## src/sv/iiee_pkg.sv

```systemverilog
// ----------------------------------------------------------------------------
// iiee_pkg: shared definitions for the infix integer expression evaluator
// Holds the value width, character codes, operator codes, state encodings
// and the request and response bundles of the shared multiply/divide unit.
// ----------------------------------------------------------------------------
package iiee_pkg;

  localparam int VW    = 32;
  localparam int CNT_W = $clog2(VW);

  localparam logic [7:0] CH_EQ  = 8'h3D;  // '='
  localparam logic [7:0] CH_MUL = 8'h2A;  // '*'
  localparam logic [7:0] CH_DIV = 8'h2F;  // '/'
  localparam logic [7:0] CH_ADD = 8'h2B;  // '+'
  localparam logic [7:0] CH_SUB = 8'h2D;  // '-'
  localparam logic [7:0] CH_SP  = 8'h20;  // ' ', ignored like any other byte
  localparam logic [7:0] CH_0   = 8'h30;  // '0'
  localparam logic [7:0] CH_9   = 8'h39;  // '9'
  localparam int         RADIX  = 10;

  typedef enum logic [1:0] {
    OP_NONE = 2'd0,
    OP_MUL  = 2'd1,
    OP_DIV  = 2'd2
  } op_t;

  typedef enum logic [1:0] {
    ST_IDLE,
    ST_WAIT,
    ST_EMIT
  } state_t;

  typedef enum logic [1:0] {
    MD_IDLE,
    MD_MUL,
    MD_DIV,
    MD_DONE
  } md_state_t;

  typedef struct packed {
    logic start;
    op_t  op;
  } md_req_t;

  typedef struct packed {
    logic          done;
    logic          dz;
    logic [VW-1:0] result;
  } md_rsp_t;

endpackage

```

## src/sv/iiee_muldiv.sv

```systemverilog
// ----------------------------------------------------------------------------
// iiee_muldiv: iterative multiply and signed divide unit
// Shift-add multiply and restoring divide, one bit per cycle, sharing one
// set of working registers.
// ----------------------------------------------------------------------------
module iiee_muldiv (
  input  logic                     clk,
  input  logic                     rst_n,
  input  iiee_pkg::md_req_t        req,
  input  logic [iiee_pkg::VW-1:0]  a,
  input  logic [iiee_pkg::VW-1:0]  b,
  output iiee_pkg::md_rsp_t        rsp
);

  localparam int VW = iiee_pkg::VW;

  iiee_pkg::md_state_t state_r, state_nxt;
  iiee_pkg::op_t       op_r, op_nxt;
  logic [VW-1:0]       rem_r, rem_nxt;   // remainder, or product accumulator
  logic [VW-1:0]       quo_r, quo_nxt;   // quotient, or multiplier
  logic [VW-1:0]       div_r, div_nxt;   // divisor magnitude, or multiplicand
  logic                neg_r, neg_nxt;
  logic                dz_r, dz_nxt;
  logic [iiee_pkg::CNT_W-1:0] cnt_r, cnt_nxt;

  logic          sa, sb;
  logic [VW-1:0] ma, mb;
  logic [VW:0]   trial;

  assign sa    = a[VW-1];
  assign sb    = b[VW-1];
  assign ma    = sa ? (VW'(0) - a) : a;
  assign mb    = sb ? (VW'(0) - b) : b;
  assign trial = {rem_r, quo_r[VW-1]} - {1'b0, div_r};

  always_ff @(posedge clk) begin
    if (!rst_n) begin
      state_r <= iiee_pkg::MD_IDLE;
      cnt_r   <= '0;
    end else begin
      state_r <= state_nxt;
      cnt_r   <= cnt_nxt;
    end
    op_r  <= op_nxt;
    rem_r <= rem_nxt;
    quo_r <= quo_nxt;
    div_r <= div_nxt;
    neg_r <= neg_nxt;
    dz_r  <= dz_nxt;
  end

  always_comb begin
    state_nxt = state_r;
    op_nxt    = op_r;
    rem_nxt   = rem_r;
    quo_nxt   = quo_r;
    div_nxt   = div_r;
    neg_nxt   = neg_r;
    dz_nxt    = dz_r;
    cnt_nxt   = cnt_r;
    case (state_r)
      iiee_pkg::MD_IDLE: begin
        if (req.start) begin
          op_nxt  = req.op;
          cnt_nxt = iiee_pkg::CNT_W'(VW - 1);
          dz_nxt  = 1'b0;
          neg_nxt = 1'b0;
          rem_nxt = '0;
          if (req.op == iiee_pkg::OP_DIV) begin
            if (b == '0) begin
              quo_nxt   = '0;
              dz_nxt    = 1'b1;
              state_nxt = iiee_pkg::MD_DONE;
            end else begin
              quo_nxt   = ma;
              div_nxt   = mb;
              neg_nxt   = sa ^ sb;
              state_nxt = iiee_pkg::MD_DIV;
            end
          end else begin
            quo_nxt   = b;
            div_nxt   = a;
            state_nxt = iiee_pkg::MD_MUL;
          end
        end
      end
      iiee_pkg::MD_MUL: begin
        if (quo_r[0]) begin
          rem_nxt = rem_r + div_r;
        end
        div_nxt = {div_r[VW-2:0], 1'b0};
        quo_nxt = {1'b0, quo_r[VW-1:1]};
        cnt_nxt = cnt_r - 1'b1;
        if (cnt_r == '0) begin
          state_nxt = iiee_pkg::MD_DONE;
        end
      end
      iiee_pkg::MD_DIV: begin
        if (!trial[VW]) begin
          rem_nxt = trial[VW-1:0];
        end else begin
          rem_nxt = {rem_r[VW-2:0], quo_r[VW-1]};
        end
        quo_nxt = {quo_r[VW-2:0], ~trial[VW]};
        cnt_nxt = cnt_r - 1'b1;
        if (cnt_r == '0) begin
          state_nxt = iiee_pkg::MD_DONE;
        end
      end
      iiee_pkg::MD_DONE: begin
        state_nxt = iiee_pkg::MD_IDLE;
      end
      default: begin
        state_nxt = iiee_pkg::MD_IDLE;
      end
    endcase
  end

  always_comb begin
    rsp.done = (state_r == iiee_pkg::MD_DONE);
    rsp.dz   = dz_r;
    if (op_r == iiee_pkg::OP_DIV) begin
      rsp.result = neg_r ? (VW'(0) - quo_r) : quo_r;
    end else begin
      rsp.result = rem_r;
    end
  end

`ifndef SYNTHESIS
  a_done_pulse: assert property (@(posedge clk) disable iff (!rst_n)
    rsp.done |=> !rsp.done)
    else $error("muldiv done held for more than one cycle");

  a_dz_zero: assert property (@(posedge clk) disable iff (!rst_n)
    (rsp.done && rsp.dz) |-> (rsp.result == '0))
    else $error("division by zero did not give a zero quotient");
`endif

endmodule

```

## src/sv/infix_integer_expression_evaluator_unit.sv

```systemverilog
// ----------------------------------------------------------------------------
// infix_integer_expression_evaluator_unit: character-stream expression evaluator
// Reads one byte per transfer and evaluates an infix integer expression with
// + - * / and the usual precedence, emitting the value on '='.
// ----------------------------------------------------------------------------
// Each input transfer carries one byte. Digits build an unsigned decimal number,
// '*' and '/' fold it into the current term (left to right, division truncating
// toward zero), '+' and '-' fold the term into the running sum, and '=' finishes
// the expression, produces one output transfer carrying the 32-bit two's
// complement value and a flag that is set if any division by zero occurred,
// and returns the evaluator to its cleared state. All other bytes are ignored.
// Arithmetic wraps at 32 bits; a division by zero yields 0 and sets the flag.
// Sequencing: a digit, an ignored byte, or an operator that closes a plain
// number is taken while the evaluator stays idle. An operator that completes a
// pending multiply or divide waits on the shared bit-serial multiply/divide
// unit (start, bit iterations, done); a division by zero skips the iterations.
// An '=' adds a state that loads the output register and waits there while a
// previous result is pending. The input side stalls while an item is in work.
module infix_integer_expression_evaluator_unit (
  input  logic                           clk,
  input  logic                           rst_n,
  input  logic                           in_valid,
  output logic                           in_stall,
  input  logic [7:0]                     in_character,
  output logic                           out_valid,
  input  logic                           out_stall,
  output logic signed [iiee_pkg::VW-1:0] out_value,
  output logic                           out_div_by_zero
);

  localparam int VW = iiee_pkg::VW;

  iiee_pkg::state_t state_r, state_nxt;
  iiee_pkg::op_t    pend_op_r, pend_op_nxt;
  logic [VW-1:0]    sum_r, sum_nxt;
  logic [VW-1:0]    term_r, term_nxt;
  logic [VW-1:0]    num_r, num_nxt;
  logic             sub_r, sub_nxt;
  logic             zdiv_r, zdiv_nxt;
  logic [7:0]       act_r, act_nxt;      // operator byte waiting on the unit
  logic             out_valid_r, out_valid_nxt;
  logic [VW-1:0]    out_value_r, out_value_nxt;
  logic             out_dz_r, out_dz_nxt;

  iiee_pkg::md_req_t md_req;
  iiee_pkg::md_rsp_t md_rsp;

  logic          acc;
  logic          is_digit;
  logic          is_op;
  logic [7:0]    digit;
  logic          fold;
  logic [VW-1:0] ft;        // value of the term once the pending number is folded
  logic [7:0]    fch;       // operator that applies to the folded term
  logic [VW-1:0] sum_fold;

  iiee_muldiv u_muldiv (
    .clk   (clk),
    .rst_n (rst_n),
    .req   (md_req),
    .a     (term_r),
    .b     (num_r),
    .rsp   (md_rsp)
  );

  assign in_stall        = (state_r != iiee_pkg::ST_IDLE);
  assign acc             = in_valid && !in_stall;
  assign digit           = in_character - iiee_pkg::CH_0;
  assign out_valid       = out_valid_r;
  assign out_value       = out_value_r;
  assign out_div_by_zero = out_dz_r;

  always_comb begin
    is_digit = in_character inside {[iiee_pkg::CH_0:iiee_pkg::CH_9]};
    is_op    = in_character inside {iiee_pkg::CH_MUL, iiee_pkg::CH_DIV,
                                    iiee_pkg::CH_ADD, iiee_pkg::CH_SUB,
                                    iiee_pkg::CH_EQ};
  end

  always_ff @(posedge clk) begin
    if (!rst_n) begin
      state_r     <= iiee_pkg::ST_IDLE;
      pend_op_r   <= iiee_pkg::OP_NONE;
      sum_r       <= '0;
      term_r      <= '0;
      num_r       <= '0;
      sub_r       <= 1'b0;
      zdiv_r      <= 1'b0;
      out_valid_r <= 1'b0;
    end else begin
      state_r     <= state_nxt;
      pend_op_r   <= pend_op_nxt;
      sum_r       <= sum_nxt;
      term_r      <= term_nxt;
      num_r       <= num_nxt;
      sub_r       <= sub_nxt;
      zdiv_r      <= zdiv_nxt;
      out_valid_r <= out_valid_nxt;
    end
    act_r       <= act_nxt;
    out_value_r <= out_value_nxt;
    out_dz_r    <= out_dz_nxt;
  end

  always_comb begin
    state_nxt     = state_r;
    pend_op_nxt   = pend_op_r;
    sum_nxt       = sum_r;
    term_nxt      = term_r;
    num_nxt       = num_r;
    sub_nxt       = sub_r;
    zdiv_nxt      = zdiv_r;
    act_nxt       = act_r;
    out_valid_nxt = out_valid_r && out_stall;
    out_value_nxt = out_value_r;
    out_dz_nxt    = out_dz_r;
    md_req.start  = 1'b0;
    md_req.op     = pend_op_r;
    fold          = 1'b0;
    ft            = num_r;
    fch           = in_character;

    case (state_r)
      iiee_pkg::ST_IDLE: begin
        if (acc && is_digit) begin
          // number * 10 + digit, as two shifts and adds
          num_nxt = {num_r[VW-4:0], 3'b000} + {num_r[VW-2:0], 1'b0} + VW'(digit);
        end else if (acc && is_op) begin
          if (pend_op_r == iiee_pkg::OP_MUL || pend_op_r == iiee_pkg::OP_DIV) begin
            md_req.start = 1'b1;
            act_nxt      = in_character;
            state_nxt    = iiee_pkg::ST_WAIT;
          end else begin
            fold = 1'b1;
          end
        end
      end
      iiee_pkg::ST_WAIT: begin
        if (md_rsp.done) begin
          fold     = 1'b1;
          ft       = md_rsp.result;
          fch      = act_r;
          zdiv_nxt = zdiv_r | md_rsp.dz;
        end
      end
      iiee_pkg::ST_EMIT: begin
        if (!out_valid_r || !out_stall) begin
          out_valid_nxt = 1'b1;
          out_value_nxt = sum_r;
          out_dz_nxt    = zdiv_r;
          sum_nxt       = '0;
          term_nxt      = '0;
          num_nxt       = '0;
          sub_nxt       = 1'b0;
          zdiv_nxt      = 1'b0;
          pend_op_nxt   = iiee_pkg::OP_NONE;
          state_nxt     = iiee_pkg::ST_IDLE;
        end
      end
      default: begin
        state_nxt = iiee_pkg::ST_IDLE;
      end
    endcase

    // The folded term is either kept for a following * or /, or merged into
    // the sum with the sign chosen by the previous additive operator.
    sum_fold = sub_r ? (sum_r - ft) : (sum_r + ft);
    if (fold) begin
      num_nxt     = '0;
      pend_op_nxt = iiee_pkg::OP_NONE;
      term_nxt    = ft;
      state_nxt   = iiee_pkg::ST_IDLE;
      case (fch)
        iiee_pkg::CH_MUL: begin
          pend_op_nxt = iiee_pkg::OP_MUL;
        end
        iiee_pkg::CH_DIV: begin
          pend_op_nxt = iiee_pkg::OP_DIV;
        end
        iiee_pkg::CH_ADD, iiee_pkg::CH_SUB: begin
          sum_nxt  = sum_fold;
          term_nxt = '0;
          sub_nxt  = (fch == iiee_pkg::CH_SUB);
        end
        iiee_pkg::CH_EQ: begin
          sum_nxt   = sum_fold;
          term_nxt  = '0;
          state_nxt = iiee_pkg::ST_EMIT;
        end
        default: begin
          term_nxt = ft;
        end
      endcase
    end
  end

`ifndef SYNTHESIS
  a_out_from_emit: assert property (@(posedge clk) disable iff (!rst_n)
    $rose(out_valid_r) |-> ($past(state_r) == iiee_pkg::ST_EMIT))
    else $error("result presented without a finished expression");

  a_clear_after_emit: assert property (@(posedge clk) disable iff (!rst_n)
    (state_r == iiee_pkg::ST_EMIT && (!out_valid_r || !out_stall)) |=>
      (sum_r == '0 && num_r == '0 && term_r == '0 && !zdiv_r &&
       state_r == iiee_pkg::ST_IDLE))
    else $error("evaluator state not cleared after a result");

  a_start_pending: assert property (@(posedge clk) disable iff (!rst_n)
    md_req.start |-> (state_r == iiee_pkg::ST_IDLE &&
                      (pend_op_r == iiee_pkg::OP_MUL || pend_op_r == iiee_pkg::OP_DIV)))
    else $error("muldiv started without a pending multiply or divide");
`endif

endmodule
```

## config.mk

```make
export PLATFORM = sky130hd
export DESIGN_NAME = infix_integer_expression_evaluator_unit
export DESIGN_NICKNAME = d
export VERILOG_FILES = /design/src/sv/iiee_pkg.sv /design/src/sv/iiee_muldiv.sv /design/src/sv/infix_integer_expression_evaluator_unit.sv
export SDC_FILE = /design/constraint.sdc
export NUM_CORES = 1
export LEC_CHECK = 0
export ABC_AREA = 0
export BUFFER_PORTS_ARGS = -buffer_cell sky130_fd_sc_hd__buf_4
export CORE_UTILIZATION = 55
export DETAILED_ROUTE_END_ITERATION = 8
export GPL_ROUTABILITY_DRIVEN = 0
export PLACE_DENSITY_LB_ADDON = 0.12
export SLEW_MARGIN = 20
export SYNTH_ARGS = -nofsm -noshare
export SYNTH_HDL_FRONTEND = slang
export SYNTH_SLANG_ARGS = --single-unit
```

## constraint.sdc

```tcl
create_clock -name clk -period 6.5 [get_ports clk]
set_input_delay 0.325 -clock clk [delete_from_list [all_inputs] [get_ports clk]]
set_output_delay 0.325 -clock clk [all_outputs]
set_load 0.03 [all_outputs]
```

==> flow_metrics.tcl <==
set metrics [dict create \
    io_pins 47 \
    cts_made_buffers 30 \
    fin_crit_sh_pct 90.5 \
    rows 69 \
    tightest_slew_ps 1080 \
    vias 19100 \
    setup_viol 0 \
    peakVddDrop_uv 224 \
    overflow 0 \
    ys_types 86 \
    nNetsFinal 2605 \
    drv_cap 0 \
    hold_viol_final 0 \
    drive_above_1_share_pct 7.89 \
    syn_area_per_cell_um2 8.42 \
    synth_seq_cells 251 \
    die_height_um 194 \
    swShare_pct 41.0 \
    yosys_most_used_dff "edfxtp_1" \
    clkSlewWorstSetupHoldPaths_ps 60 \
    io_buffers 46 \
    fin_tns_setup_ps 0 \
    max_freq_mhz 170 \
    synth_edf_count 141 \
    reg2reg_slack_ps 620 \
    status "finished clean" \
    ant_nets 0 \
    dieWidth_um 194 \
    crit_path_start_kind "flip-flop" \
    vias_per_cell 6.55 \
    areaGrowthSynthToFinish_pct 9.90 \
    post-route-worst-setup-slack_ps 619 \
    leakage_nw 8.98 \
    dpl.hpwl_um 48000 \
    cts_tree "built" \
    track_usage_pct 33.4 \
    slew_headroom_pct 27.7 \
    period_needed_ps 5880 \
    start_util_pct 56.5 \
    coreArea_um2 35900 \
    cts_root_buf "clkbuf_16" \
    hold_class "input port to flip-flop" \
    syn_nets 2593 \
    clockBufferDepth 3 \
    routed_wl_um 64100 \
    grt_pass1_vias 17800 \
    cts.sinks 251 \
    fp.dieArea_um2 37600 \
    switchingPower_mw 2.96 \
    finalMaxSlewViolations 0 \
    cp_data_required_time_ps 7000 \
    rsz0062_at_grt "no" \
    power_frac_clock_pct 24.9 \
    final_common_cell "a21oi_1" \
    h-tree-depth 1 \
    insertion_delay_ps 600 \
    pwr-share-seq_pct 33.7 \
    startpoint "u_muldiv.state_r[0]" \
    path_class "flip-flop to flip-flop" \
    grt_max_degree 81 \
    place_ws_ps 670 \
    drt_pre_antenna_iters 8 \
    syn_inst 2410 \
    grt_first_pass_wirelength_um 100000 \
    critPathMaxFanout 21 \
    ys_seq_area_share_pct 31.7 \
    drcViolationCount 0 \
    cellPowerDensity_nw_per_um2 324 \
    critPathArrivalTime_ps 6380 \
    postSynth.asyncResetShare_pct 0 \
    syn_area_um2 20300 \
    r2r-start "u_muldiv.state_r[0]" \
    endpoint_kind "flip-flop" \
    antenna_found_initial 0 \
    intPower_mw 4.26 \
    wire_per_inst_um 22.0 \
    skew_ps 16.0 \
    p_comb_share_pct 41.4 \
    drt_iter0_drc 2123 \
    hold_start "out_stall" \
    most-common-layout-cells "a21oi_1, nor2_1, nand2_1" \
    yosysWarnings 0 \
]
[path summary, 6_finish.rpt]
check / end / depth (start not counted)
setup / recovery: sum_r[30] / 23
setup reg to reg: sum_r[30] / 23
hold reg to reg: out_div_by_zero / 0
hold / removal: out_valid / 3
[registers in the layout (all words and copies together), names as in the netlist, 5 cells and up]
signal and count:
u_muldiv.div_r 32, u_muldiv.rem_r 32, u_muldiv.quo_r 32, u_muldiv.cnt_r 5
out_value 32, term_r 32, num_r 32, act_r 8
sum_r 32
[cell usage after synthesis (all sizes together) (22+ instances only)]
library cell | n | area (um^2)
o22ai | 39 | 244
o31ai | 34 | 269
o21ai | 164 | 821
inv | 115 | 432
a22oi | 67 | 503
a31oi | 25 | 156
a21oi | 235 | 1180
nor2 | 231 | 867
xor2 | 87 | 762
a211oi | 28 | 210
clkbuf | 107 | 404
and3 | 28 | 175
xnor2 | 127 | 1110
a21o | 56 | 420
nand2b | 24 | 150
nand3 | 62 | 310
ha | 162 | 2030
nand2 | 169 | 634
nor3 | 47 | 240
dfxtp | 110 | 2200
mux2i | 43 | 430
o41ai | 22 | 208
edfxtp | 141 | 4230
[area by class of cell]
cell class / count / area [um^2]
Antenna cell: 1 / 2.50
Multi-Input combinational cell: 1921 / 13000
Fill cell: 3156 / 13600
Tap cell: 461 / 577
Sequential cell: 251 / 6440
Clock inverter: 20 / 205
Inverter: 115 / 432
Timing Repair Buffer: 103 / 793
Clock buffer: 36 / 846
[logic make-up after synthesis]
| logic type | Yosys count | share of synthesized area (%) |
|---|---|---|
| AO/OA/AOI/OAI | 786 | 24.7 |
| buffers and inverters | 238 | 4.46 |
| multiplexers | 45 | 2.23 |
| XOR/XNOR | 214 | 9.24 |
| adder cells (fa/ha/maj) | 171 | 10.9 |
| AND/OR/NAND/NOR | 705 | 16.8 |
| flip-flops | 251 | 31.7 |
[layer usage]
metal	GRT usage, %	up-vias	part of all wire, %
met2	50.6	860	43
met3	5.74	198	9.4
met1	45.7	9053	42
met5	0	-	0
met4	17.1	0	5.6
li1	-	8943	-
[power groups by stage]
| stage | Sequential, mW | Clock, mW | Combinational (mW) |
|---|---|---|---|
| 2_1_floorplan | 2.26 | 0 | 2.30 |
| 3_3_place_gp | 2.44 | 0 | 2.86 |
| 3_5_place_dp | 2.45 | 0 | 2.93 |
| 4_1_cts | 2.42 | 1.81 | 2.95 |
| 5_1_grt | 2.44 | 1.87 | 3.28 |
| 6_report | 2.44 | 1.80 | 2.99 |
[metrics by stage]
stage               power [mW]  area (um^2)  hold WS, ps  utilization, %  std cells
finish                    7.23        22300          103            62.1       2908
global placement          5.30        21100          425            58.9       2843
global route              7.60        22300          125            62.1       2907
CTS                       7.18        22300         88.5            62.0       2907
floorplan                 4.55        20300          409               -       2410
detailed placement        5.37        21100          435            58.9       2843
[worst max-delay path, cell delays in order (launching register included)]
cell and delay (ps):
dfxtp_1 350, ha_1 240, nand3b_1 310, buf_4 340, or3_1 150, mux2i_1 60
a311oi_1 230, buf_4 190, nand2_1 40, or3_1 360, nor3_1 200, buf_4 180
a21oi_1 80, xor2_1 160, ha_1 390, nand4_1 110, o31ai_1 520, a221oi_1 260
o21ai_0 540, a211oi_1 160, nor2_1 210, a21oi_1 110, or4_1 400, a31oi_1 190
[what timing repair did]
action	4_1_cts	5_1_grt
hold buffers	8	0
setup buffers	0	0
endpoints found under the setup margin	0	1
hold endpoints to repair	8	0
resized for setup	0	1
Note: power is estimated with default switching activity, not from simulation.
